**src/rtl/core/lpfd_pkg.sv**
```systemverilog
// Shared types, constants and a helper function for the length-prefixed field deframer.
package lpfd_pkg;

  localparam int unsigned FIELD_W  = 8;
  localparam int unsigned DIGITS_W = 5;
  localparam int unsigned LEN_W    = 15;
  localparam int unsigned BYTE_W   = 8;
  localparam int unsigned STATUS_W = 3;
  localparam int unsigned LIM_W    = 17;  // wide enough for any length limit or power of ten

  localparam logic [DIGITS_W-1:0] MAX_PREFIX_DIGITS = 5'd20;

  // request action codes
  localparam logic ACT_LOAD = 1'b0;
  localparam logic ACT_BYTE = 1'b1;

  // result status codes
  localparam logic [STATUS_W-1:0] ST_OK        = 3'd0;
  localparam logic [STATUS_W-1:0] ST_TRUNCATED = 3'd1;
  localparam logic [STATUS_W-1:0] ST_BAD_DIGIT = 3'd2;
  localparam logic [STATUS_W-1:0] ST_TOO_LONG  = 3'd3;
  localparam logic [STATUS_W-1:0] ST_BAD_DEF   = 3'd4;

  localparam logic [BYTE_W-1:0] CHAR_0 = 8'h30;
  localparam logic [BYTE_W-1:0] CHAR_9 = 8'h39;

  typedef enum logic [1:0] {
    PH_IDLE,
    PH_PREFIX,
    PH_DATA,
    PH_SKIP
  } phase_e;

  typedef enum logic [2:0] {
    S_IDLE,
    S_DECODE,
    S_SCAN,
    S_OPEN,
    S_BYTE,
    S_EMIT
  } ctrl_state_e;

  typedef struct packed {
    logic                action;
    logic [FIELD_W-1:0]  field_number;
    logic [DIGITS_W-1:0] prefix_digits;
    logic [LEN_W-1:0]    max_length;
    logic [BYTE_W-1:0]   data_byte;
    logic                last_byte;
  } in_item_t;

  typedef struct packed {
    logic [FIELD_W-1:0]  out_field;
    logic [BYTE_W-1:0]   out_byte;
    logic                out_valid;
    logic                field_end;
    logic [LEN_W-1:0]    field_length;
    logic                message_done;
    logic [STATUS_W-1:0] status;
  } out_item_t;

  typedef struct packed {
    logic [LEN_W-1:0]    len;
    logic [DIGITS_W-1:0] digits;
  } def_entry_t;

  // controller -> datapath
  typedef struct packed {
    logic capture;     // latch the request, clear the result
    logic load;        // write one field definition
    logic scan_first;  // start the field search at field zero
    logic scan_step;   // advance the field search
    logic scan_miss;   // no further field: message complete
    logic open;        // take the found definition as current field
    logic byte_proc;   // consume the message byte
    logic emit;        // move the result into the output register
  } cmd_t;

  // datapath -> controller
  typedef struct packed {
    logic is_load;
    logic phase_idle;
    logic scan_hit;
    logic scan_none;
    logic field_ended;
    logic out_free;
  } sts_t;

  // Smallest value with more than p decimal digits (saturated above any 15-bit length).
  function automatic logic [LIM_W-1:0] pow10(input logic [DIGITS_W-1:0] p);
    logic [LIM_W-1:0] v;
    case (p)
      5'd0:    v = 17'd1;
      5'd1:    v = 17'd10;
      5'd2:    v = 17'd100;
      5'd3:    v = 17'd1000;
      5'd4:    v = 17'd10000;
      default: v = 17'h1FFFF;
    endcase
    return v;
  endfunction

endpackage

```
**src/rtl/core/lpfd_in_if.sv**
```systemverilog
// Request channel: valid/ready handshake carrying one input item.
interface lpfd_in_if import lpfd_pkg::*; ();
  logic     valid;
  logic     ready;
  in_item_t payload;

  modport source (output valid, output payload, input ready);
  modport sink (input valid, input payload, output ready);
endinterface

```
**src/rtl/core/lpfd_out_if.sv**
```systemverilog
// Result channel: valid/ready handshake carrying one result item.
interface lpfd_out_if import lpfd_pkg::*; ();
  logic      valid;
  logic      ready;
  out_item_t payload;

  modport source (output valid, output payload, input ready);
  modport sink (input valid, input payload, output ready);
endinterface

```
**src/rtl/core/lpfd_ctrl.sv**
```systemverilog
// Sequencing state machine of the deframer.
module lpfd_ctrl import lpfd_pkg::*; (
  input  logic clk_i,
  input  logic rst_ni,
  input  logic in_valid_i,
  output logic in_ready_o,
  input  sts_t sts_i,
  output cmd_t cmd_o
);

  ctrl_state_e state_q, state_d;
  logic        first_q, first_d;  // search belongs to the message start

  always_ff @(posedge clk_i or negedge rst_ni) begin
    if (!rst_ni) begin
      state_q <= S_IDLE;
      first_q <= 1'b0;
    end else begin
      state_q <= state_d;
      first_q <= first_d;
    end
  end

  always_comb begin
    state_d = state_q;
    first_d = first_q;
    unique case (state_q)
      S_IDLE: begin
        if (in_valid_i) state_d = S_DECODE;
      end
      S_DECODE: begin
        if (sts_i.is_load) begin
          state_d = S_EMIT;
        end else if (sts_i.phase_idle) begin
          state_d = S_SCAN;
          first_d = 1'b1;
        end else begin
          state_d = S_BYTE;
        end
      end
      S_SCAN: begin
        if (sts_i.scan_hit) state_d = S_OPEN;
        else if (sts_i.scan_none) state_d = S_EMIT;
      end
      S_OPEN: begin
        state_d = first_q ? S_BYTE : S_EMIT;
      end
      S_BYTE: begin
        if (sts_i.field_ended) begin
          state_d = S_SCAN;
          first_d = 1'b0;
        end else begin
          state_d = S_EMIT;
        end
      end
      S_EMIT: begin
        if (sts_i.out_free) state_d = S_IDLE;
      end
      default: state_d = S_IDLE;
    endcase
  end

  always_comb begin
    cmd_o      = '0;
    in_ready_o = 1'b0;
    unique case (state_q)
      S_IDLE: begin
        in_ready_o    = 1'b1;
        cmd_o.capture = in_valid_i;
      end
      S_DECODE: begin
        cmd_o.load       = sts_i.is_load;
        cmd_o.scan_first = !sts_i.is_load && sts_i.phase_idle;
      end
      S_SCAN: begin
        cmd_o.scan_step = 1'b1;
        cmd_o.scan_miss = sts_i.scan_none;
      end
      S_OPEN:  cmd_o.open = 1'b1;
      S_BYTE:  cmd_o.byte_proc = 1'b1;
      S_EMIT:  cmd_o.emit = sts_i.out_free;
      default: cmd_o = '0;
    endcase
  end

  a_byte_needs_field: assert property (@(posedge clk_i) disable iff (!rst_ni)
    (state_q == S_BYTE) |-> !sts_i.phase_idle)
    else $error("byte processed with no open field");

  a_open_after_scan: assert property (@(posedge clk_i) disable iff (!rst_ni)
    (state_q == S_OPEN) |-> ($past(state_q) == S_SCAN))
    else $error("field opened without a search hit");

endmodule

```
**src/rtl/core/lpfd_dpath.sv**
```systemverilog
// Datapath: definition memory, field search, prefix decode and result register.
module lpfd_dpath import lpfd_pkg::*; #(
  parameter int unsigned NUM_FIELDS    = 129,
  parameter int unsigned MAX_FIELD_LEN = 30000
) (
  input  logic      clk_i,
  input  logic      rst_ni,
  input  cmd_t      cmd_i,
  output sts_t      sts_o,
  input  in_item_t  in_item_i,
  input  logic      out_ready_i,
  output logic      out_valid_o,
  output out_item_t out_item_o
);

  localparam int unsigned IDX_W  = $clog2(NUM_FIELDS);
  localparam int unsigned SCAN_W = IDX_W + 1;
  localparam int unsigned ACC_W  = $clog2(MAX_FIELD_LEN + 2);
  localparam int unsigned MUL_W  = ACC_W + 4;
  localparam int unsigned CMP_W  = (MUL_W > LEN_W) ? MUL_W : LEN_W;

  localparam logic [MUL_W-1:0]  ACC_SAT   = MUL_W'(MAX_FIELD_LEN + 1);
  localparam logic [SCAN_W-1:0] SCAN_END  = SCAN_W'(NUM_FIELDS);
  localparam logic [FIELD_W:0]  FNUM_END  = (FIELD_W + 1)'(NUM_FIELDS);
  localparam logic [LIM_W-1:0]  LEN_LIMIT = LIM_W'(MAX_FIELD_LEN);

  // definition store and its per-entry "defined" flags
  def_entry_t def_mem [NUM_FIELDS];
  def_entry_t rd_data_q;
  logic [NUM_FIELDS-1:0] def_q, def_d;

  in_item_t            item_q, item_d;
  phase_e              phase_q, phase_d;
  logic [FIELD_W-1:0]  cur_field_q, cur_field_d;
  logic [LEN_W-1:0]    bytes_left_q, bytes_left_d;
  logic [ACC_W-1:0]    acc_q, acc_d;
  logic [DIGITS_W-1:0] digits_left_q, digits_left_d;
  logic [LEN_W-1:0]    cur_len_q, cur_len_d;
  logic [DIGITS_W-1:0] cur_digits_q, cur_digits_d;
  logic [SCAN_W-1:0]   scan_idx_q, scan_idx_d;
  out_item_t           res_q, res_d;
  logic                done_q, done_d;
  logic                err_q, err_d;
  logic                out_valid_q, out_valid_d;
  out_item_t           out_q, out_d;

  // load checks
  logic [IDX_W-1:0]  wr_idx;
  logic              in_range;
  logic              bad_def;
  logic              mem_we;
  def_entry_t        wr_entry;

  // byte decode
  logic              digit_ok;
  logic [MUL_W-1:0]  acc_mul;
  logic [MUL_W-1:0]  acc_sat;
  logic [DIGITS_W-1:0] digits_next;
  logic [LEN_W-1:0]  bytes_next;
  logic              too_long;
  logic              field_ended;
  logic [LEN_W-1:0]  field_len_val;
  logic [SCAN_W-1:0] next_start;
  logic              scan_none;
  logic              scan_hit;

  assign wr_idx   = item_q.field_number[IDX_W-1:0];
  assign in_range = {1'b0, item_q.field_number} < FNUM_END;
  assign bad_def  = (item_q.max_length != '0) &&
                    (({2'b00, item_q.max_length} > LEN_LIMIT) ||
                     (item_q.prefix_digits > MAX_PREFIX_DIGITS) ||
                     ((item_q.prefix_digits != '0) &&
                      ({2'b00, item_q.max_length} >= pow10(item_q.prefix_digits))));
  assign mem_we   = cmd_i.load && in_range && !bad_def;
  assign wr_entry = '{len: item_q.max_length, digits: item_q.prefix_digits};

  always_ff @(posedge clk_i) begin
    if (mem_we) def_mem[wr_idx] <= wr_entry;
    rd_data_q <= def_mem[scan_idx_q[IDX_W-1:0]];
  end

  assign scan_none = scan_idx_q >= SCAN_END;
  assign scan_hit  = !scan_none && def_q[scan_idx_q[IDX_W-1:0]];

  // acc * 10 + digit, saturated one above the length limit
  assign digit_ok = (item_q.data_byte >= CHAR_0) && (item_q.data_byte <= CHAR_9);
  assign acc_mul  = MUL_W'({acc_q, 3'b000}) + MUL_W'({acc_q, 1'b0}) +
                    MUL_W'(item_q.data_byte[3:0]);
  assign acc_sat  = (acc_mul > ACC_SAT) ? ACC_SAT : acc_mul;
  assign digits_next = digits_left_q - DIGITS_W'(1);
  assign bytes_next  = bytes_left_q - LEN_W'(1);
  assign too_long    = CMP_W'(acc_sat) > CMP_W'(cur_len_q);
  assign field_ended = ((phase_q == PH_PREFIX) && digit_ok && (digits_next == '0) &&
                        !too_long && (acc_sat == '0)) ||
                       ((phase_q == PH_DATA) && (bytes_next == '0));
  assign field_len_val = (cur_digits_q == '0) ? cur_len_q : LEN_W'(acc_q);
  assign next_start    = SCAN_W'(cur_field_q) + SCAN_W'(1);

  always_comb begin
    item_d        = item_q;
    def_d         = def_q;
    phase_d       = phase_q;
    cur_field_d   = cur_field_q;
    bytes_left_d  = bytes_left_q;
    acc_d         = acc_q;
    digits_left_d = digits_left_q;
    cur_len_d     = cur_len_q;
    cur_digits_d  = cur_digits_q;
    scan_idx_d    = scan_idx_q;
    res_d         = res_q;
    done_d        = done_q;
    err_d         = err_q;

    if (cmd_i.capture) begin
      item_d = in_item_i;
      res_d  = '0;
      done_d = 1'b0;
      err_d  = 1'b0;
    end

    if (cmd_i.load) begin
      phase_d = PH_IDLE;
      if (in_range) begin
        if (bad_def) res_d.status = ST_BAD_DEF;
        else         def_d[wr_idx] = (item_q.max_length != '0);
      end
    end

    if (cmd_i.scan_first) scan_idx_d = '0;
    if (cmd_i.scan_step && !scan_hit && !scan_none) scan_idx_d = scan_idx_q + SCAN_W'(1);

    if (cmd_i.scan_miss) begin
      phase_d            = PH_SKIP;
      done_d             = 1'b1;
      res_d.message_done = 1'b1;
    end

    if (cmd_i.open) begin
      cur_field_d  = FIELD_W'(scan_idx_q);
      cur_len_d    = rd_data_q.len;
      cur_digits_d = rd_data_q.digits;
      if (rd_data_q.digits != '0) begin
        phase_d       = PH_PREFIX;
        digits_left_d = rd_data_q.digits;
        acc_d         = '0;
      end else begin
        phase_d      = PH_DATA;
        bytes_left_d = rd_data_q.len;
      end
    end

    if (cmd_i.byte_proc) begin
      case (phase_q)
        PH_PREFIX: begin
          res_d.out_field = cur_field_q;
          if (!digit_ok) begin
            res_d.status = ST_BAD_DIGIT;
            err_d        = 1'b1;
            phase_d      = PH_SKIP;
          end else begin
            acc_d         = ACC_W'(acc_sat);
            digits_left_d = digits_next;
            if (digits_next == '0) begin
              if (too_long) begin
                res_d.status = ST_TOO_LONG;
                err_d        = 1'b1;
                phase_d      = PH_SKIP;
              end else if (acc_sat == '0) begin
                res_d.field_end    = 1'b1;
                res_d.field_length = '0;
              end else begin
                phase_d      = PH_DATA;
                bytes_left_d = LEN_W'(acc_sat);
              end
            end
          end
        end
        PH_DATA: begin
          res_d.out_field = cur_field_q;
          res_d.out_byte  = item_q.data_byte;
          res_d.out_valid = 1'b1;
          bytes_left_d    = bytes_next;
          if (bytes_next == '0) begin
            res_d.field_end    = 1'b1;
            res_d.field_length = field_len_val;
          end
        end
        PH_SKIP: done_d = 1'b1;
        default: done_d = done_q;
      endcase
      if (field_ended) scan_idx_d = next_start;
    end

    // end of the message buffer returns the parser to idle
    if (cmd_i.emit && (item_q.action == ACT_BYTE) && item_q.last_byte) phase_d = PH_IDLE;
  end

  always_comb begin
    out_d = res_q;
    if ((item_q.action == ACT_BYTE) && item_q.last_byte && !done_q && !err_q) begin
      out_d.status = ST_TRUNCATED;
    end
    out_valid_d = cmd_i.emit ? 1'b1 : (out_ready_i ? 1'b0 : out_valid_q);
  end

  always_ff @(posedge clk_i or negedge rst_ni) begin
    if (!rst_ni) begin
      def_q         <= '0;
      phase_q       <= PH_IDLE;
      cur_field_q   <= '0;
      bytes_left_q  <= '0;
      acc_q         <= '0;
      digits_left_q <= '0;
      scan_idx_q    <= '0;
      done_q        <= 1'b0;
      err_q         <= 1'b0;
      out_valid_q   <= 1'b0;
    end else begin
      def_q         <= def_d;
      phase_q       <= phase_d;
      cur_field_q   <= cur_field_d;
      bytes_left_q  <= bytes_left_d;
      acc_q         <= acc_d;
      digits_left_q <= digits_left_d;
      scan_idx_q    <= scan_idx_d;
      done_q        <= done_d;
      err_q         <= err_d;
      out_valid_q   <= out_valid_d;
    end
  end

  always_ff @(posedge clk_i) begin
    item_q       <= item_d;
    cur_len_q    <= cur_len_d;
    cur_digits_q <= cur_digits_d;
    res_q        <= res_d;
    if (cmd_i.emit) out_q <= out_d;
  end

  assign sts_o.is_load     = (item_q.action == ACT_LOAD);
  assign sts_o.phase_idle  = (phase_q == PH_IDLE);
  assign sts_o.scan_hit    = scan_hit;
  assign sts_o.scan_none   = scan_none;
  assign sts_o.field_ended = field_ended;
  assign sts_o.out_free    = !out_valid_q || out_ready_i;

  assign out_valid_o = out_valid_q;
  assign out_item_o  = out_q;

  a_open_defined: assert property (@(posedge clk_i) disable iff (!rst_ni)
    cmd_i.open |-> (rd_data_q.len != '0))
    else $error("opened field has no definition");

  a_done_clean: assert property (@(posedge clk_i) disable iff (!rst_ni)
    (out_valid_q && out_q.message_done) |-> (out_q.status == ST_OK))
    else $error("message completion reported with an error");

  a_content_status: assert property (@(posedge clk_i) disable iff (!rst_ni)
    (out_valid_q && out_q.out_valid) |->
      ((out_q.status == ST_OK) || (out_q.status == ST_TRUNCATED)))
    else $error("content byte carries a prefix error");

endmodule

```
**src/rtl/core/length_prefixed_field_deframer.sv**
```systemverilog
// Top level of the length-prefixed field deframer.
//
//   channel  dir  handshake          payload
//   in_i     in   valid / ready      in_item_t  (load definition or message byte)
//   out_o    out  valid / ready      out_item_t (one result per request)
//
// Steps per request: accept, decode, then emit into the output register for a load; a byte
// in a field adds a byte step, and a byte that opens a message or closes a field adds the
// field search and an open step (the open is skipped when no further field is defined).
// Reset (rst_ni low, asynchronous) clears all definitions and parses from idle.
// One request in flight; the next is taken while the last result waits in the output
// register, and a stalled result holds the block only when a new result is ready.
module length_prefixed_field_deframer import lpfd_pkg::*; #(
  parameter int unsigned NUM_FIELDS    = 129,
  parameter int unsigned MAX_FIELD_LEN = 30000
) (
  input  logic        clk_i,
  input  logic        rst_ni,
  lpfd_in_if.sink     in_i,
  lpfd_out_if.source  out_o
);

  cmd_t cmd;      // controller commands
  sts_t sts;      // datapath status
  logic in_ready;

  // Controller: sequences accept, decode, search, open, byte and emit steps.
  lpfd_ctrl u_ctrl (
    .clk_i      (clk_i),
    .rst_ni     (rst_ni),
    .in_valid_i (in_i.valid),
    .in_ready_o (in_ready),
    .sts_i      (sts),
    .cmd_o      (cmd)
  );

  // Datapath: definition memory, parse state, result and output registers.
  lpfd_dpath #(
    .NUM_FIELDS    (NUM_FIELDS),
    .MAX_FIELD_LEN (MAX_FIELD_LEN)
  ) u_dpath (
    .clk_i       (clk_i),
    .rst_ni      (rst_ni),
    .cmd_i       (cmd),
    .sts_o       (sts),
    .in_item_i   (in_i.payload),
    .out_ready_i (out_o.ready),
    .out_valid_o (out_o.valid),
    .out_item_o  (out_o.payload)
  );

  assign in_i.ready = in_ready;

endmodule

```
**src/flat_wrapper.sv**
```systemverilog
// flat-port wrapper written by rule: the top's interface ports become plain ports
module length_prefixed_field_deframer_flat import lpfd_pkg::*;
#(
  parameter int unsigned NUM_FIELDS    = 129,
  parameter int unsigned MAX_FIELD_LEN = 30000
)
  (clk_i, rst_ni, in_i_valid, in_i_payload, in_i_ready, out_o_valid, out_o_payload, out_o_ready);
  lpfd_in_if in_i_i ();
  lpfd_out_if out_o_i ();
  input  logic clk_i;
  input  logic rst_ni;
  input wire logic [$bits(in_i_i.valid)-1:0] in_i_valid;
  input wire logic [$bits(in_i_i.payload)-1:0] in_i_payload;
  output wire logic [$bits(in_i_i.ready)-1:0] in_i_ready;
  output wire logic [$bits(out_o_i.valid)-1:0] out_o_valid;
  output wire logic [$bits(out_o_i.payload)-1:0] out_o_payload;
  input wire logic [$bits(out_o_i.ready)-1:0] out_o_ready;
  assign in_i_i.valid = in_i_valid;
  assign in_i_i.payload = in_i_payload;
  assign in_i_ready = in_i_i.ready;
  assign out_o_valid = out_o_i.valid;
  assign out_o_payload = out_o_i.payload;
  assign out_o_i.ready = out_o_ready;
  length_prefixed_field_deframer #(.NUM_FIELDS(NUM_FIELDS), .MAX_FIELD_LEN(MAX_FIELD_LEN)) u_core (.clk_i(clk_i), .rst_ni(rst_ni), .in_i(in_i_i), .out_o(out_o_i));
endmodule
```
**config.mk**
```make
export PLATFORM = sky130hd
export DESIGN_NAME = length_prefixed_field_deframer_flat
export DESIGN_NICKNAME = d
export VERILOG_FILES = /design/src/rtl/core/lpfd_pkg.sv /design/src/rtl/core/lpfd_in_if.sv /design/src/rtl/core/lpfd_out_if.sv /design/src/rtl/core/lpfd_ctrl.sv /design/src/rtl/core/lpfd_dpath.sv /design/src/rtl/core/length_prefixed_field_deframer.sv /design/src/flat_wrapper.sv
export SDC_FILE = /design/constraint.sdc
export NUM_CORES = 2
export LEC_CHECK = 0
export ABC_AREA = 1
export BUFFER_PORTS_ARGS = -buffer_cell sky130_fd_sc_hd__buf_4
export CAP_MARGIN = 30
export CORE_UTILIZATION = 35
export DETAILED_ROUTE_END_ITERATION = 10
export SLEW_MARGIN = 20
export SYNTH_ARGS = -nofsm -noshare
export SYNTH_HDL_FRONTEND = slang
export SYNTH_SLANG_ARGS = --single-unit
```
**constraint.sdc**
```tcl
create_clock -name clk_i -period 20.8 [get_ports clk_i]
set_clock_uncertainty 0.05 [all_clocks]
set_input_delay 2.08 -clock clk_i [delete_from_list [all_inputs] [get_ports clk_i]]
set_output_delay 2.08 -clock clk_i [all_outputs]
set_load 0.02 [all_outputs]
```
After elaboration in Yosys (flattened, before gate mapping). Memories as Yosys holds them, arrays and structs flattened. A register that Yosys moved wholly into a read port is not among the register bits. Cells that the tools add are included.

Flip-flop bits (word level): 322. Bits in writable memories: 2580. Bits of input ports: 42. Word-level logic and storage cells: 214. Memories: 1.

Add/subtract/negate cells: 6. $lt $le $gt $ge: 12. Eq/ne operators: 19. Mux-type cells: 93. Bitwise operators: 2. Reductions and logical operators: 47.

Memories: u_core.u_dpath.def_mem (depth 129, width 20, read ports 1, clocked after Yosys merged registers in 1, write ports 1, RTL line lpfd_dpath.sv:28) `def_entry_t def_mem [NUM_FIELDS];`.

Operator list (number): 15-bit two-way mux (13); 129-bit bitwise mux (1); 17-bit case mux with 5 select lines (1); 16-bit two-way mux (5); 3-bit two-way mux (15); 9-bit two-way mux (5); 37-bit two-way mux (1); 33-bit two-way mux (1); 16-bit case mux with 2 select lines (1); 15-bit case mux with 2 select lines (1); 2-bit two-way mux (13); 5-bit two-way mux (5); 1-bit two-way mux (24); 1-bit logical AND (20); 18-bit by 16-bit adder with 19-bit output (1); 19-bit by 4-bit adder with 19-bit output (1); 19-bit by 15-bit > comparator with 1-bit output (1); 19-bit by 15-bit > comparator with 1-bit output, second input constant (1); 19-bit zero test (1); 19-bit two-way mux (1); 8-bit by 9-bit < comparator with 1-bit output, second input constant (2); 3-bit case mux with 6 select lines (1); 15-bit by 17-bit >= comparator with 1-bit output (1); 15-bit > comparator, second input constant (1); other kinds (37) (62).

Logic depth before layout (Yosys ltp).
Depth after elaboration: 14. Mapped depth: 35. Depth with buffers taken out: 35.

By module. A second synthesis with hierarchy kept.

Cells, all modules: 9621. Area, all modules: 118547.4 um^2.

Modules (own cells, without submodules): lpfd_dpath (instances 1, cells an instance 9566, area each 118223.4 um^2, sequential area each 86122.6 um^2); lpfd_ctrl (instances 1, cells an instance 55, area each 324.1 um^2, sequential area each 100.1 um^2).

Worst setup path after synthesis. Ideal clock, no wire load.

Path kind: flip-flop to flip-flop. Start: register u_core.u_dpath.item_q[24] (netlist bit). End: memory u_core.u_dpath.def_mem[128][0] (netlist bit) (enable). Arrival time: 6320 ps. Data required time: 20323 ps. Slack: 14004 ps. Cell stages (with the launch flop): 24. Buffers on the path: 2. Clock period less this slack: 6796 ps. Cells stage by stage: edfxtp_1 > inv_1 > nand3_1 > nor2_1 > nand2_1 > nand2_1 > inv_1 > a21oi_1 > ha_1 > nand2_1 > inv_1 > o21ai_0 > nand2_1 > o21ai_0 > o211ai_1 > a21oi_1 > nor2_1 > nor3_1 > o21ai_0 > nand2_1 > buf_2 > clkbuf_1 > nand2_1 > nor3b_1.

Longest elaborated chain between the ends: 10. Elaborated cells on any way between the ends: 17. Those cells by class: 2 x order compare; 4 x eq/ne; 3 x mux; 8 x reduce/logical.

RTL lines: start: declaration (RTL line lpfd_dpath.sv:32) `in_item_t item_q, item_d;`; start signal: assignment (RTL line lpfd_dpath.sv:233) `item_q <= item_d;`; 5-bit by 3-bit == test with 1-bit output, or another cell as far along (RTL line lpfd_pkg.sv:92) `case (p)`; 17-bit case mux with 5 select lines (RTL line lpfd_pkg.sv:92); 15-bit by 17-bit >= comparator with 1-bit output (RTL line lpfd_dpath.sv:73) `({2'b00, item_q.max_length} >= pow10(item_q.prefix_digits))));`; 1-bit logical AND (RTL line lpfd_dpath.sv:72) `((item_q.prefix_digits != '0) &&`; 1-bit logical OR (*) (RTL line lpfd_dpath.sv:71) `(item_q.prefix_digits > MAX_PREFIX_DIGITS) ||`; 1-bit logical AND (*) (RTL line lpfd_dpath.sv:69) `assign bad_def = (item_q.max_length != '0) &&`; 1-bit zero test (*) (RTL line lpfd_dpath.sv:74) `assign mem_we = cmd_i.load && in_range && !bad_def;`; 1-bit logical AND (*) (RTL line lpfd_dpath.sv:74); 1-bit two-way mux (*) (RTL line lpfd_dpath.sv:78) `if (mem_we) def_mem[wr_idx] <= wr_entry;`; 1-bit two-way mux (implied by the code) (*) (RTL line lpfd_dpath.sv:78); end: declaration (RTL line lpfd_dpath.sv:28).

Mark *: on every way between the ends. The rest lies on a longest branch, timed or not.

Worst setup path after layout.
Start: register u_core.u_dpath.item_q[26] (netlist bit). End: memory u_core.u_dpath.def_mem[64][9] (netlist bit) (enable).

The elaborated chain is that of the path after synthesis.

==> impl_metrics.yaml <==
setup_path:
  worst-setup-path-type: "register to register"
  crit_required_ns: 21.30
  start_kind: "register"
  r2r_slack_ns: 13.90
  end_kind: "register"
  ff2ff_path_depth: 25
  cp_data_arrival_time_ns: 7.40
  worstPathMaxFanout: 199
  r2r_start: "u_core.u_dpath.item_q[26]$_DFFE_PP_"
  rr_endpoint: "u_core.u_dpath.def_mem[64][9]$_DFFE_PP_"
synthesis:
  synthTopCellsByArea: "edfxtp_1 (67%), o21ai_0 (6.1%), nor2_1 (5.4%), dfrtp_1 (4.0%), nand2_1 (2.9%)"
  syn-cell-area_mm2: 0.120
  yosysTopAreaCellShare_pct: 67.1
  synthArstFlopShare_pct: 6.50
  ys_types: 57
  synth-simple-area-share_pct: 11.9
  synthAdderAreaFrac_pct: 0.776
  synth_seq_cells: 2922
  synthesis.nets: 9975
  yosys.area.top_type: "edfxtp_1"
  synth_xor_area_share_pct: 0.161
  synthMuxAreaShare_pct: 0
  synth-edff-count: 2675
  synth-main-ff-cell: "edfxtp_1"
  synth-seq-area-share_pct: 72.1
  syn_inst: 9860
  synth_top_family_by_area: "compound AO/OA/AOI/OAI gates"
  ys_warn_count: 0
  syn_area_per_cell_um2: 12.1
  synth_compound_area_share_pct: 12.0
worst_hold_path:
  holdPathStages: 0
  hp-start: "u_core.u_dpath.out_d[29]$_DFF_P_"
  hold_class: "register to register"
  min_to: "u_core.u_dpath.out_item_o[29]$_DFFE_PP_"
flow_run:
  maxCapViolCount: 0
pwr:
  leakagePower_nw: 44.9
  total_power_mw: 16.0
  peakVddDrop_mv: 0.0930
  powerDensity_mw_per_mm2: 118
sta:
  max_freq_mhz: 145
  slew_violations: 0
  timing.slew.headroom_pct: 29.8
  hold_viol_final: 0
  rsz0062_at_grt: "false"
  worstMarginPinSlew_ns: 1.05
  finalSetupTns_ns: 0
  timing.hold.ws_ns: 0.383
  setup_viol: 0
  period_share_pct: 33.2
  finalCriticalPeriod_ns: 6.90
place:
  place_hpwl_mm: 216
  dpl-instance-area_mm2: 0.126
  port_buffers: 80
  gp_congestion: 0.898
clock_tree:
  cts_max_path_buffers: 4
  insertion_delay_ns: 0.87
  cts-hold-fix-buffers: 0
  htree_levels: 5
  ctsResizeCount: 0
  clkTransAtPathRegs_ns: 0.06
  clock_sinks: 2922
  cts_tree: "done"
  cts_setup_buffers: 0
  cts-root-buf: "clkbuf_16"
  cts-buffers-inserted: 298
routing:
  viasPerCell: 5.72
  drt-pass1-iter-count: 11
  ant_nets: 0
  route.detailed.drc: 26
  route.vias.total: 83300
  drt-initial-drc-count: 11300
  drt_wl_total_mm: 370
  wl_per_cell_um: 25.4
run_status:
  status: "complete, but fails checks"
  violations: "design-rule violations"
finish:
  final_area_mm2: 0.136
  mostFrequentLayoutCell: "edfxtp_1"
  layout_common_cells: "edfxtp_1 (2675), nor2_1 (1579), o21ai_0 (1457), nand2_1 (918), nand3_1 (500)"
  layout-drive-gt1-share_pct: 9.53
  final_nets: 9921
  fillCellCount: 31600
  area_growth_pct: 13.6
global_route:
  grt_max_degree: 200
  use_met3_pct: 3.67
  grt-ovfl-total: 0
  grt_pass1_vias: 78000
  grt_use_total_pct: 20.6
  grt_use_met2_pct: 32.2
  grt_first_pass_wirelength_mm: 534
  busiest_layer: "met2"
  antenna_found_initial: 8
  grt.met1_usage_pct: 28.5
floorplanning:
  rows: 214
  dieWidth_um: 587
  fp.dieArea_mm2: 0.344
  die_height_um: 587
  core_area_mm2: 0.340
  io_pins: 81
  initial_core_util_pct: 35.2
==> layout make-up <==
class	instances	area (um2)	share of cell area, %
Antenna cell	3	7.51	0.00552
Clock buffer	376	7930	5.83
Clock inverter	146	1300	0.959
Inverter	232	898	0.661
Multi-Input combinational cell	5992	30100	22.2
Sequential cell	2922	86200	63.4
Tap cell	4536	5680	4.18
Timing Repair Buffer	360	3720	2.74
==> power by group <==
| part | internal (mW) | switching [mW] |
|---|---|---|
| clock network | 2.95 | 2.23 |
| logic | 0.875 | 2.95 |
| registers | 6.82 | 0.152 |
| total | 10.6 | 5.33 |
==> worst max-delay path: stages, from the launching register on <==
cell	delay, ns
edfxtp_1	0.41
buf_12	0.32
nor2_1	0.23
inv_1	0.08
nor2_1	0.37
inv_1	0.14
nand2_1	0.21
inv_1	0.14
a21oi_1	0.19
ha_1	0.28
nand2_1	0.09
inv_1	0.06
o21ai_0	0.17
nand2_1	0.08
o21ai_0	0.18
o211ai_1	0.11
a21oi_1	0.16
nor2_1	0.06
nor3_1	0.15
o21ai_0	0.21
nand2_4	0.68
buf_12	0.64
nand4_1	0.21
buf_4	0.31
nor2_2	0.56
buf_4	0.35
==> kinds of logic after synthesis <==
| kind of cell | after synthesis |
|---|---|
| AO/OA/AOI/OAI | 2479 |
| XOR/XNOR | 22 |
| adder cells (fa/ha/maj) | 73 |
| buffers and inverters | 946 |
| flip-flops | 2922 |
| AND/OR/NAND/NOR | 3418 |
==> registers in the layout (all words and copies together) (netlist names), 8 cells and up <==
signal and count:
u_core.u_dpath.acc_q 15, u_core.u_dpath.def_mem 2580, u_core.u_dpath.item_q 30, u_core.u_dpath.wr_idx 8, u_core.u_dpath.out_item_o 37, u_core.u_dpath.def_q 129, u_core.u_dpath.scan_idx_q 9, u_core.u_dpath.bytes_left_q 15
u_core.u_dpath.rd_data_q 20, u_core.u_dpath.out_d 34, u_core.u_dpath.cur_field_q 8, u_core.u_dpath.cur_len_q 15
==> metal layers <==
metal	wire length [um]	vias to the layer above
met5	38	-
met4	16000	6
met3	35200	725
met2	168000	4479
met1	151000	41700
li1	-	36300
==> Yosys cell counts, types with 119 or more instances <==
library cell and n:
inv_1 218, o22ai_1 405, o221ai_1 267, clkbuf_1 551, nor2_1 1707, a21oi_1 153, nand4_1 204, nand3_1 502
nand2_1 926, edfxtp_1 2675, buf_2 119, dfrtp_1 190, o21ai_0 1457
==> per-stage QoR <==
| step | setup slack, ns | cells | util, % |
|---|---|---|---|
| global placement | 13.35 | 13900 | 36.8 |
| floorplan | 14.00 | 9860 | - |
| global route | 13.36 | 14600 | 40.0 |
| CTS | 13.83 | 14500 | 39.9 |
| finish | 13.90 | 14600 | 40.0 |
| detailed placement | 13.87 | 14000 | 37.1 |
==> how the worst max path moves through the flow <==
stage / to / cells past startpoint / from
final: u_core.u_dpath.def_mem[64][9]$_DFFE_PP_ / 25 / u_core.u_dpath.item_q[26]$_DFFE_PP_
after global routing: u_core.u_dpath.def_mem[64][3]$_DFFE_PP_ / 25 / u_core.u_dpath.item_q[26]$_DFFE_PP_
after CTS: u_core.u_dpath.def_mem[64][3]$_DFFE_PP_ / 25 / u_core.u_dpath.item_q[26]$_DFFE_PP_
after detailed placement: u_core.u_dpath.def_mem[64][4]$_DFFE_PP_ / 25 / u_core.u_dpath.item_q[26]$_DFFE_PP_
after global placement: u_core.u_dpath.def_mem[86][18]$_DFFE_PP_ / 22 / u_core.u_dpath.item_q[26]$_DFFE_PP_
after floorplan: u_core.u_dpath.def_mem[128][0]$_DFFE_PP_ / 23 / u_core.u_dpath.item_q[24]$_DFFE_PP_
(Power assumes the default switching activity.)
